--- src/rtl/core/hofp_pkg.sv ---
// Shared types and constants for the ASCII octal/hex number field parser.
// No dependencies.
package hofp_pkg;

  localparam int unsigned CharW   = 8;
  localparam int unsigned DigitW  = 4;
  localparam int unsigned ValueOutW = 64;

  localparam logic [CharW-1:0] CharZero  = 8'h30;  // '0'
  localparam logic [CharW-1:0] CharSeven = 8'h37;  // '7'
  localparam logic [CharW-1:0] CharNine  = 8'h39;  // '9'
  localparam logic [CharW-1:0] CharUA    = 8'h41;  // 'A'
  localparam logic [CharW-1:0] CharUF    = 8'h46;  // 'F'
  localparam logic [CharW-1:0] CharLA    = 8'h61;  // 'a'
  localparam logic [CharW-1:0] CharLF    = 8'h66;  // 'f'
  localparam logic [CharW-1:0] CharBlank = 8'h20;  // ' '
  localparam logic [CharW-1:0] TenOffset = 8'd10;

  // phase codes
  localparam logic [1:0] PhSkip   = 2'd0;
  localparam logic [1:0] PhDigits = 2'd1;
  localparam logic [1:0] PhFrozen = 2'd2;

  typedef struct packed {
    logic              is_digit;  // valid digit in the current mode
    logic              is_skip;   // blank or '0'
    logic [DigitW-1:0] value;
  } digit_t;

endpackage

--- src/rtl/core/hofp_digit_dec.sv ---
// Character classifier: digit value and skip flag for one byte.
// Depends on hofp_pkg.
module hofp_digit_dec
  import hofp_pkg::*;
(
  input  logic [CharW-1:0] char_code_i,
  input  logic             hex_mode_i,
  output digit_t           digit_o
);

  logic is_oct, is_dec, is_upper, is_lower;

  assign is_oct   = (char_code_i >= CharZero) && (char_code_i <= CharSeven);
  assign is_dec   = (char_code_i >= CharZero) && (char_code_i <= CharNine);
  assign is_upper = (char_code_i >= CharUA) && (char_code_i <= CharUF);
  assign is_lower = (char_code_i >= CharLA) && (char_code_i <= CharLF);

  always_comb begin
    digit_o.is_skip  = (char_code_i == CharBlank) || (char_code_i == CharZero);
    digit_o.is_digit = is_oct || (hex_mode_i && (is_dec || is_upper || is_lower));
    if (is_upper) begin
      digit_o.value = DigitW'(char_code_i - CharUA + TenOffset);
    end else if (is_lower) begin
      digit_o.value = DigitW'(char_code_i - CharLA + TenOffset);
    end else begin
      digit_o.value = char_code_i[DigitW-1:0];  // '0'..'9' map to low nibble
    end
  end

endmodule

--- src/rtl/core/hofp_step.sv ---
// Accumulator and phase state: one step per consumed byte, a shift-and-add for each digit taken.
// Depends on hofp_pkg.
module hofp_step
  import hofp_pkg::*;
#(
  parameter int unsigned VALUE_WIDTH = 64
) (
  input  logic                   clk_i,
  input  logic                   rst_ni,
  input  logic                   fire_i,
  input  logic                   field_end_i,
  input  logic                   hex_mode_i,
  input  digit_t                 digit_i,
  output logic [VALUE_WIDTH-1:0] result_o
);

  logic [VALUE_WIDTH-1:0] acc_q, acc_d, acc_t, acc_shift;
  logic [1:0]             phase_q, phase_d, phase_t;
  logic                   take;

  assign acc_shift = hex_mode_i ? (acc_q << 4) : (acc_q << 3);

  always_comb begin
    unique case (phase_q)
      PhSkip:   take = !digit_i.is_skip;
      PhDigits: take = 1'b1;
      default:  take = 1'b0;  // frozen, and the unused code
    endcase
    acc_t   = acc_q;
    phase_t = phase_q;
    if (take) begin
      if (digit_i.is_digit) begin
        acc_t   = acc_shift + VALUE_WIDTH'(digit_i.value);
        phase_t = PhDigits;
      end else begin
        phase_t = PhFrozen;
      end
    end
  end

  assign result_o = acc_t;

  always_comb begin
    acc_d   = acc_q;
    phase_d = phase_q;
    if (fire_i) begin
      if (field_end_i) begin
        acc_d   = '0;
        phase_d = PhSkip;
      end else begin
        acc_d   = acc_t;
        phase_d = phase_t;
      end
    end
  end

  always_ff @(posedge clk_i or negedge rst_ni) begin
    if (!rst_ni) begin
      acc_q   <= '0;
      phase_q <= PhSkip;
    end else begin
      acc_q   <= acc_d;
      phase_q <= phase_d;
    end
  end

endmodule

--- src/rtl/core/hofp_out_reg.sv ---
// Result register with valid/stall handshake toward the consumer.
// Depends on hofp_pkg.
module hofp_out_reg
  import hofp_pkg::*;
#(
  parameter int unsigned VALUE_WIDTH = 64
) (
  input  logic                   clk_i,
  input  logic                   rst_ni,
  input  logic                   load_i,
  input  logic [VALUE_WIDTH-1:0] value_i,
  output logic                   can_load_o,
  output logic                   out_valid_o,
  input  logic                   out_stall_i,
  output logic [ValueOutW-1:0]   value_o
);

  logic                   valid_q, valid_d;
  logic [VALUE_WIDTH-1:0] value_q;

  assign can_load_o = !valid_q || !out_stall_i;
  assign valid_d    = load_i || (valid_q && out_stall_i);

  always_ff @(posedge clk_i or negedge rst_ni) begin
    if (!rst_ni) begin
      valid_q <= 1'b0;
    end else begin
      valid_q <= valid_d;
    end
  end

  always_ff @(posedge clk_i) begin
    if (load_i) begin
      value_q <= value_i;
    end
  end

  assign out_valid_o = valid_q;
  assign value_o     = ValueOutW'(value_q);

endmodule

--- src/rtl/core/ascii_hex_octal_field_parser.sv ---
// Top level of the ASCII octal/hex number field parser.
// Depends on hofp_pkg, hofp_digit_dec, hofp_step, hofp_out_reg.
//
// Takes one field byte per cycle and returns the binary value one word per
// field, on the byte flagged as the field end. A byte lands in an input
// register; from there it is classified and folded into the accumulator
// (shift by 3 or 4 and add), and a field end loads the result register
// that holds the output word. Throughput is one byte per cycle, limited by
// the single accumulator update per cycle; input stall rises only while a
// field-end byte waits for a stalled result register. hex_mode is written
// through the cfg port (always ready) and must only change while no word is
// in flight. value bits at and above VALUE_WIDTH read as zero.
module ascii_hex_octal_field_parser
  import hofp_pkg::*;
#(
  parameter int unsigned VALUE_WIDTH = 64
) (
  input  logic                 clk_i,
  input  logic                 rst_ni,
  input  logic                 cfg_valid_i,
  output logic                 cfg_ready_o,
  input  logic                 hex_mode_i,
  input  logic                 in_valid_i,
  output logic                 in_stall_o,
  input  logic [CharW-1:0]     char_code_i,
  input  logic                 field_end_i,
  output logic                 out_valid_o,
  input  logic                 out_stall_i,
  output logic [ValueOutW-1:0] value_o
);

  logic                   hex_mode_q;
  logic                   s1_valid_q, s1_valid_d;
  logic [CharW-1:0]       s1_char_q;
  logic                   s1_end_q;
  logic                   s1_consume, in_fire, can_load;
  digit_t                 digit;
  logic [VALUE_WIDTH-1:0] step_result;

  assign cfg_ready_o = 1'b1;

  always_ff @(posedge clk_i or negedge rst_ni) begin
    if (!rst_ni) begin
      hex_mode_q <= 1'b0;
    end else if (cfg_valid_i && cfg_ready_o) begin
      hex_mode_q <= hex_mode_i;
    end
  end

  // non-end bytes never wait on the result register
  assign s1_consume = s1_valid_q && (!s1_end_q || can_load);
  assign in_stall_o = s1_valid_q && !s1_consume;
  assign in_fire    = in_valid_i && !in_stall_o;
  assign s1_valid_d = in_fire || (s1_valid_q && !s1_consume);

  always_ff @(posedge clk_i or negedge rst_ni) begin
    if (!rst_ni) begin
      s1_valid_q <= 1'b0;
    end else begin
      s1_valid_q <= s1_valid_d;
    end
  end

  always_ff @(posedge clk_i) begin
    if (in_fire) begin
      s1_char_q <= char_code_i;
      s1_end_q  <= field_end_i;
    end
  end

  hofp_digit_dec u_dec (
    .char_code_i (s1_char_q),
    .hex_mode_i  (hex_mode_q),
    .digit_o     (digit)
  );

  hofp_step #(
    .VALUE_WIDTH (VALUE_WIDTH)
  ) u_step (
    .clk_i       (clk_i),
    .rst_ni      (rst_ni),
    .fire_i      (s1_consume),
    .field_end_i (s1_end_q),
    .hex_mode_i  (hex_mode_q),
    .digit_i     (digit),
    .result_o    (step_result)
  );

  hofp_out_reg #(
    .VALUE_WIDTH (VALUE_WIDTH)
  ) u_out (
    .clk_i       (clk_i),
    .rst_ni      (rst_ni),
    .load_i      (s1_consume && s1_end_q),
    .value_i     (step_result),
    .can_load_o  (can_load),
    .out_valid_o (out_valid_o),
    .out_stall_i (out_stall_i),
    .value_o     (value_o)
  );

`ifndef SYNTHESIS
  a_end_gives_word: assert property (@(posedge clk_i) disable iff (!rst_ni)
    (s1_consume && s1_end_q) |=> out_valid_o)
    else $error("field end did not produce a word");

  a_stall_only_when_held: assert property (@(posedge clk_i) disable iff (!rst_ni)
    in_stall_o |-> (s1_valid_q && s1_end_q && out_valid_o && out_stall_i))
    else $error("input stalled without a blocked field end");

  a_upper_bits_zero: assert property (@(posedge clk_i) disable iff (!rst_ni)
    out_valid_o |-> ((value_o >> VALUE_WIDTH) == '0))
    else $error("value bits above VALUE_WIDTH set");

  a_end_no_overwrite: assert property (@(posedge clk_i) disable iff (!rst_ni)
    (out_valid_o && out_stall_i && s1_valid_q && s1_end_q) |-> !s1_consume)
    else $error("pending word overwritten");
`endif

endmodule

--- config.mk ---
export PLATFORM = sky130hd
export DESIGN_NAME = ascii_hex_octal_field_parser
export DESIGN_NICKNAME = d
export VERILOG_FILES = /design/src/rtl/core/hofp_pkg.sv /design/src/rtl/core/hofp_digit_dec.sv /design/src/rtl/core/hofp_step.sv /design/src/rtl/core/hofp_out_reg.sv /design/src/rtl/core/ascii_hex_octal_field_parser.sv
export SDC_FILE = /design/constraint.sdc
export NUM_CORES = 1
export LEC_CHECK = 0
export BUFFER_PORTS_ARGS = -buffer_cell sky130_fd_sc_hd__clkbuf_2
export CORE_UTILIZATION = 67
export CTS_BUF_LIST = sky130_fd_sc_hd__clkbuf_8
export DETAILED_ROUTE_END_ITERATION = 16
export GPL_TIMING_DRIVEN = 1
export PLACE_DENSITY = 0.89
export SYNTH_ARGS = -nofsm -noshare
export SYNTH_HDL_FRONTEND = slang
export SYNTH_SLANG_ARGS = --single-unit
export TNS_END_PERCENT = 20
--- constraint.sdc ---
create_clock -name clk_i -period 8.06 [get_ports clk_i]
set_input_delay 1.209 -clock clk_i [delete_from_list [all_inputs] [get_ports clk_i]]
set_output_delay 1.209 -clock clk_i [all_outputs]
set_load 0.05 [all_outputs]
==> results of run 1 <==
## flip-flops by register name, summed over array words and instances (netlist names)
| name | cells |
|---|---|
| u_step.phase_q | 2 |
| hex_mode_q | 1 |
| u_step.acc_q | 64 |
| s1_end_q | 1 |
| u_out.value_o | 64 |
| s1_char_q | 8 |
| u_out.out_valid_o | 1 |
| s1_valid_q | 1 |
## cells by family (layout without fill, tap and decap cells)
| family | after synthesis | in the layout | share of synthesized area |
|---|---|---|---|
| buffers and inverters | 87 | 136 | 0.0549 |
| muxes | 62 | 62 | 0.0749 |
| AOI/OAI and AO/OA | 200 | 200 | 0.162 |
| adders and majority gates | 7 | 7 | 0.0103 |
| DFF | 142 | 142 | 0.461 |
| other | 1 | 1 | 0.000441 |
| and+or+nand+nor | 278 | 278 | 0.171 |
| xor gates and xnor gates | 64 | 64 | 0.0659 |
## through the flow
| step | hold slack (ns) | total power [W] |
|---|---|---|
| 6_report | 0.501 | 0.00151 |
| 5_1_grt | 0.520 | 0.00155 |
| 4_1_cts | 0.502 | 0.00151 |
| 3_5_place_dp | 0.479 | 0.000966 |
| 3_3_place_gp | 0.472 | 0.000962 |
| 2_1_floorplan | 0.446 | 0.000931 |
## cells in the final DEF, fill, tap and decap left out, drive strengths merged, types with 12 or more instances in the layout
master / count
nand2: 104
clkbuf: 96
edfxtp: 73
o21ai: 73
dfrtp: 69
o2bb2ai: 53
mux2i: 49
xor2: 38
nand3: 34
xnor2: 26
nor4: 24
a21oi: 23
nand4: 22
inv: 21
nor2: 19
nor2b: 14
mux2: 13
a21boi: 12
## power by group through the flow
stage / sequential [W] / combinational, W / clock, W
floorplan: 0.000856 / 0.0000751 / 0
global placement: 0.000815 / 0.000147 / 0
detailed placement: 0.000817 / 0.000150 / 0
CTS: 0.000801 / 0.000150 / 0.000564
global route: 0.000804 / 0.000159 / 0.000588
finish: 0.000801 / 0.000150 / 0.000556
## synthesized netlist by cell type (2+ instances only)
master / n / area share
nand2_1: 104 / 0.046
edfxtp_1: 73 / 0.26
dfrtp_1: 69 / 0.20
o21ai_0: 69 / 0.041
o2bb2ai_1: 53 / 0.055
mux2i_1: 49 / 0.058
xor2_1: 38 / 0.039
nand3_1: 34 / 0.020
clkbuf_1: 32 / 0.014
xnor2_1: 26 / 0.027
a21oi_1: 22 / 0.013
nand4_1: 22 / 0.016
nor4_1: 20 / 0.015
nor2_1: 19 / 0.0084
inv_1: 18 / 0.0079
buf_2: 17 / 0.010
nor2b_1: 14 / 0.010
mux2_2: 13 / 0.017
buf_6: 12 / 0.016
a21boi_0: 11 / 0.0097
and2_1: 11 / 0.0081
nand2b_1: 11 / 0.0081
nor3_1: 11 / 0.0065
ha_1: 7 / 0.010
o22ai_1: 7 / 0.0051
nand3b_1: 5 / 0.0044
a32o_1: 4 / 0.0047
and3_1: 4 / 0.0029
nor4_2: 4 / 0.0059
nor4b_1: 4 / 0.0041
o21ai_1: 4 / 0.0024
a21o_1: 3 / 0.0026
a22o_1: 3 / 0.0031
buf_1: 3 / 0.0013
buf_4: 3 / 0.0026
a2111oi_0: 2 / 0.0021
a2111oi_2: 2 / 0.0035
a21bo_2: 2 / 0.0024
a31oi_1: 2 / 0.0015
a41oi_1: 2 / 0.0021
nand4b_1: 2 / 0.0021
o31ai_1: 2 / 0.0018
or3_1: 2 / 0.0015
## worst min-delay path by stage
stage,start,to,slack [ns],cells past startpoint
2_1_floorplan,u_step.phase_q[0],u_step.phase_q[0],0.45,2
3_3_place_gp,u_step.acc_q[63],u_step.acc_q[63],0.47,1
3_5_place_dp,u_step.acc_q[61],u_step.acc_q[61],0.48,1
4_1_cts,u_step.acc_q[61],u_step.acc_q[61],0.50,1
5_1_grt,u_step.acc_q[62],u_step.acc_q[62],0.52,1
6_report,u_step.acc_q[61],u_step.acc_q[61],0.50,1
## metal layers
metal	vias up	routed length [um]	part of all wire
met4	0	854	0.041
met1	3350	8280	0.40
met5	-	0	0
met2	333	10200	0.49
met3	80	1460	0.070
li1	3172	-	-
## worst max-delay path: cells and delay by family (launching register included)
| family | cells | cell delay, ns |
|---|---|---|
| XOR/XNOR | 1 | 0.23 |
| AO/OA/AOI/OAI | 3 | 0.59 |
| buffers and inverters | 2 | 0.43 |
| flip-flops | 1 | 0.47 |
| adder cells (fa/ha/maj) | 2 | 0.41 |
| AND/OR/NAND/NOR | 6 | 1.83 |
## area by class of cell
class	count	area, um2
Clock buffer	17	234
Tap cell	168	210
Inverter	18	67.6
Sequential cell	142	3920
Multi-Input combinational cell	612	4130
Fill cell	901	3050
Timing Repair Buffer	86	445
Clock inverter	15	148
==> metrics.md, run 1 <==
| Metric | Value |
|---|---|
| Outcome | `finished, final reports clean` |
| Worst-path cell with the longest stage delay | `or3_1` |
| Launch instance of the worst register-to-register path | `s1_char_q[0]` |
| CORE AREA | `12200 um2` |
| Maximum clock rate | `235 MHz` |
| Distinct cell type count after synthesis | `69` |
| Worst Path Required | `8.23 ns` |
| Final setup fails | `0` |
| Final number of max-transition violations | `0` |
| Height of the die | `115 um` |
| Leakage power | `3.27 nW` |
| I/O pins | `82` |
| Proportion of layout cells with a drive suffix above 1 | `0.163` |
| Detail-routed net length per standard cell | `19.7 um` |
| Summed instance area of the synthesized netlist | `8510 um2` |
| Worst-path fanout max | `11` |
| Synthesized area divided by synthesized cell count | `10.1 um2` |
| Final Instance Area | `9160 um2` |
| DP Wirelength | `14000 um` |
| Worst-path cell chain | `inv_1, ha_1, and4b_1, a21oi_1, nand2_1, o21bai_1, ha_1, nand2_1, nor4b_1, buf_4, nand3_1, or3_1, xnor2_1, o21ai_0` |
| Met1 routing resource usage after global routing | `0.416` |
| Met3 capacity usage during global routing | `0.0662` |
| Number of hold buffers added after CTS | `0` |
| Antenna violations before repair | `0` |
| Drt first pass iters | `5` |
| Asr flop ratio synth | `0.486` |
| Diode insertion count for antenna repair | `0` |
| Area Growth Syn to Fin | `7.63%` |
| Smallest setup slack after layout | `3.80 ns` |
| Largest net degree at the start of global routing | `76` |
| Peak supply drop | `0.000149 V` |
| Worst-case headroom to the max-slew limit | `0.157` |
| Ys flop type | `edfxtp_1` |
| Buffer type at the clock tree root | `clkbuf_8` |
| Inserted Clock Buffers | `17` |
| Die Outline Area | `13200 um2` |
| Worst-Skew Late Latency | `0.46 ns` |
| Actual transition at the worst max-transition pin | `1.26 ns` |
| Startpoint of the most critical setup path | `s1_char_q[0]` |
| Number of synthesized flops with an enable pin | `73` |
| CTS tree | `built` |
| Deepest level of the CTS H-tree | `4` |
| Die Wd | `115 um` |
| Drc violations | `0` |
| Total number of yosys warnings | `0` |
| Vias in the first global route | `6786` |
| Worst hold-check path type | `reg2reg` |
| Number of hold-slack violations in the final timing report | `0` |
| Placed cell area | `8780 um2` |
| Register bit count reported by yosys | `142` |
| Total grt overflow | `0` |
| Total nets after synthesis | `863` |
| Gate Count Post-Synth | `841` |
| Post-route clock period utilization | `0.529` |
| Number of buffers inserted by port buffering | `80` |
| Via total after detailed routing | `6935` |
| Most heavily used metal layer in global routing | `met2` |
| Total detailed-routing wirelength | `20800 um` |
| Row count | `40` |
| Vias/cell | `6.55` |
| WS Path Type | `reg2reg` |
| Final Util | `0.750` |
| Flop2flop setup slack | `3.80 ns` |
| Antenna Nets Post-Route | `0` |
| Clock power frac | `0.369` |
| Max Clock Skew | `0.0156 ns` |
| Worst path arrival time | `4.43 ns` |
| Placed Cells | `1026` |
| Sequential Power Share | `0.531` |
| Maximum clock insertion buffer count | `2` |
| # Max-Cap Violations | `0` |
| Post-layout minimum cycle time | `4.26 ns` |
| Worst path max stage delay | `0.57 ns` |
| Routability congestion estimate | `0.956` |
| Total Negative Setup Slacks | `0 ns` |
| Combined global-route utilization of all metal layers | `0.336` |
| Cell-internal power | `0.00109 W` |
| Total Nets Final | `899` |
| Post-cts sizing count | `0` |
| Power per cell area | `165 nW/um2` |
| CP Launch Type | `flop` |
| Number of cells traversed by the worst register-to-register path | `14` |
| Starting density of the core | `0.697` |
| End of the critical path | `u_out.value_o[26]` |
| Clock sinks | `142` |
| Proportion of total power due to net switching | `0.276` |
| Combinational group share of total power | `0.100` |
| RSZ-0062 raised after global routing | `false` |
| Switching power | `0.000416 W` |
| Post-Place Setup Slack | `4.00 ns` |
| Register area share after synthesis | `0.461` |
| Nature of the critical path endpoint | `flop` |
| Starting DRC count in detailed routing | `657` |
| Critical register-to-register path endpoint | `u_out.value_o[26]` |
| CTS clk-pin slew, worst paths | `0.08 ns` |
| Met2 Usage GRT | `0.553` |
| Post-CTS repair timing setup buffer count | `0` |
| First-pass GRT wire length | `33900 um` |
| Final standard cell count with taps included and fillers excluded | `1058` |
Power figures use the tool's default switching activity.
==> inputs of run 2 (changes only) <==
--- a/config.mk
+++ b/config.mk
@@ -6,11 +6,11 @@
 export NUM_CORES = 1
 export LEC_CHECK = 0
 export BUFFER_PORTS_ARGS = -buffer_cell sky130_fd_sc_hd__clkbuf_2
-export CORE_UTILIZATION = 67
+export CORE_UTILIZATION = 56
 export CTS_BUF_LIST = sky130_fd_sc_hd__clkbuf_8
 export DETAILED_ROUTE_END_ITERATION = 16
 export GPL_TIMING_DRIVEN = 1
-export PLACE_DENSITY = 0.89
+export PLACE_DENSITY = 0.79
 export SYNTH_ARGS = -nofsm -noshare
 export SYNTH_HDL_FRONTEND = slang
 export SYNTH_SLANG_ARGS = --single-unit
==> constraint.sdc (replaced) <==
create_clock -name clk_i -period 3.6 [get_ports clk_i]
set_input_delay 0.54 -clock clk_i [delete_from_list [all_inputs] [get_ports clk_i]]
set_output_delay 0.54 -clock clk_i [all_outputs]
set_load 0.05 [all_outputs]
==> run 2 against run 1 <==
The flow now finishes with violations (DRC); design area grew 4.3%; clock power is 140% higher; setup slack lost 3.6 ns; clock-buffer cell count stayed put; first-iteration DRC count down 14%; global-route usage fell by 7.0 points; wire length shrank 2.7%; total power grew 130%; critical endpoint is now u_out.value_o[41]; largest cell class unchanged.
==> metrics.md, run 2 (synthesized netlist as in run 1, its figures left out) <==
| Metric | Value |
|---|---|
| Area Growth Syn to Fin | `12.3%` |
| Power per cell area | `367 nW/um2` |
| Final-layout fill cell count | `1164` |
| Deepest level of the CTS H-tree | `4` |
| Drc violations | `4` |
| Number of hold-slack violations in the final timing report | `0` |
| Combined global-route utilization of all metal layers | `0.266` |
| Final Instance Area | `9560 um2` |
| Worst-case headroom to the max-slew limit | `0.428` |
| Combinational group share of total power | `0.104` |
| Drt first pass iters | `11` |
| Total detailed-routing wirelength | `20300 um` |
| Worst Path Required | `3.79 ns` |
| Worst path arrival time | `3.61 ns` |
| Total Nets Final | `929` |
| Most heavily used metal layer in global routing | `met2` |
| Nature of the critical path endpoint | `flop` |
| Power, Total | `0.00351 W` |
| FF/Latch Area | `3920 um2` |
| Maximum clock rate | `292 MHz` |
| Outcome | `complete, but fails checks` |
| Clock power frac | `0.387` |
| Final number of max-transition violations | `0` |
| Largest net degree at the start of global routing | `74` |
| Starting DRC count in detailed routing | `562` |
| Proportion of layout cells with a drive suffix above 1 | `0.207` |
| CTS clk-pin slew, worst paths | `0.08 ns` |
| Post-route clock period utilization | `0.952` |
| Inserted Clock Buffers | `17` |
| Antenna Nets Post-Route | `0` |
| Number of buffers inserted by port buffering | `80` |
| Antenna violations before repair | `0` |
| Proportion of total power due to net switching | `0.274` |
| Met1 routing resource usage after global routing | `0.367` |
| Final setup fails | `0` |
| Worst-path fanout max | `5` |
| CP Launch Type | `flop` |
| CORE AREA | `14700 um2` |
| Die Wd | `125 um` |
| Peak supply drop | `0.000233 V` |
| Maximum clock insertion buffer count | `2` |
| Placed Cells | `1068` |
| Vias/cell | `6.13` |
| Smallest setup slack after layout | `0.173 ns` |
| Met3 capacity usage during global routing | `0.0492` |
| Number of hold buffers added after CTS | `0` |
| Max Clock Skew | `0.0126 ns` |
| Post-layout minimum cycle time | `3.43 ns` |
| Placed cell area | `9040 um2` |
| Total grt overflow | `0` |
| Met2 Usage GRT | `0.420` |
| Actual transition at the worst max-transition pin | `0.858 ns` |
| DP Wirelength | `13800 um` |
| Cell-internal power | `0.00255 W` |
| Most common cell after layout, fill and taps aside | `nand2_1` |
| Height of the die | `125 um` |
| Worst hold-check path type | `in2async` |
| Detail-routed net length per standard cell | `18.4 um` |
| Switching power | `0.000962 W` |
| Violations in the final reports | `DRC` |
| Routability congestion estimate | `0.945` |
| # Max-Cap Violations | `0` |
| Sequential Power Share | `0.509` |
| Starting density of the core | `0.579` |
| Commonest non-fill, non-tap cells in the layout | `104 x nand2_1, 79 x clkbuf_2, 73 x edfxtp_1, 69 x o21ai_0, 68 x dfrtp_1` |
| Row count | `44` |
| Diode insertion count for antenna repair | `0` |
| Final standard cell count with taps included and fillers excluded | `1104` |
| I/O pins | `82` |
| Vias in the first global route | `6459` |
| Via total after detailed routing | `6773` |
| Multi-input gate area | `4200 um2` |
| Buffer type at the clock tree root | `clkbuf_8` |
| First-pass GRT wire length | `32900 um` |
| CTS tree | `built` |
| Post-Place Setup Slack | `0.105 ns` |
| Min Hold Slack | `0.174 ns` |
| Die Outline Area | `15700 um2` |
| Worst-Skew Late Latency | `0.47 ns` |
| Clock sinks | `142` |
| WS Path Type | `reg2reg` |
| Leakage power | `3.45 nW` |
==> run 2: final timing paths <==
path                            cells past startpoint  slack, ns           endpoint              from
worst max register to register                     13       0.17  u_out.value_o[41]      s1_char_q[4]
min in group clk_i                                  1       0.25       s1_char_q[7]    char_code_i[7]
worst min register to register                      1       0.50   u_step.acc_q[62]  u_step.acc_q[62]
worst min-delay path                                1       0.17   u_step.acc_q[20]            rst_ni
max in group asynchronous                           2       2.73         hex_mode_q            rst_ni
worst max-delay path                               13       0.17  u_out.value_o[41]      s1_char_q[4]
==> run 2: repair_timing <==
action                     CTS  global route
buffers inserted             0             4
setup endpoints to repair    0            38
resized for setup            0            13
==> run 2: power by group through the flow <==
stage	Combinational, W	Sequential (W)	Clock, W
3_5_place_dp	0.000363	0.00182	0
3_3_place_gp	0.000360	0.00182	0
6_report	0.000365	0.00178	0.00136
4_1_cts	0.000363	0.00178	0.00138
5_1_grt	0.000387	0.00179	0.00145
2_1_floorplan	0.000168	0.00192	0
==> run 2: cell type report <==
class                   count  share of cell area
multi-input cells         612               0.439
flip-flops and latches    142               0.411
repair buffers            116              0.0754
clock buffers              17              0.0245
well taps                 184              0.0241
clock inverters            15              0.0192
inverters                  18             0.00707
==> run 2: worst max-delay path: stages (launching register included) <==
cell and delay [ns]:
edfxtp_1 0.42, or4b_1 0.53, a21oi_2 0.15, nand2_1 0.09, o21bai_1 0.15, ha_1 0.21
ha_2 0.20, inv_1 0.06, nor3b_2 0.20, nand4_1 0.20, buf_4 0.22, nor3_1 0.37
xor2_1 0.24, o21ai_0 0.11
==> run 2: metrics by stage <==
| stage | TNS (ns) | util |
|---|---|---|
| after global placement | 0 | 0.615 |
| final | 0 | 0.650 |
| after CTS | 0 | 0.644 |
| after global routing | -0.107 | 0.650 |
| after floorplan | 0 | - |
| after detailed placement | 0 | 0.615 |
==> run 2: per-layer routing <==
layer	vias up	share of wire
li1	3238	-
met1	3261	0.46
met2	244	0.47
met3	30	0.052
met4	0	0.018
met5	-	0
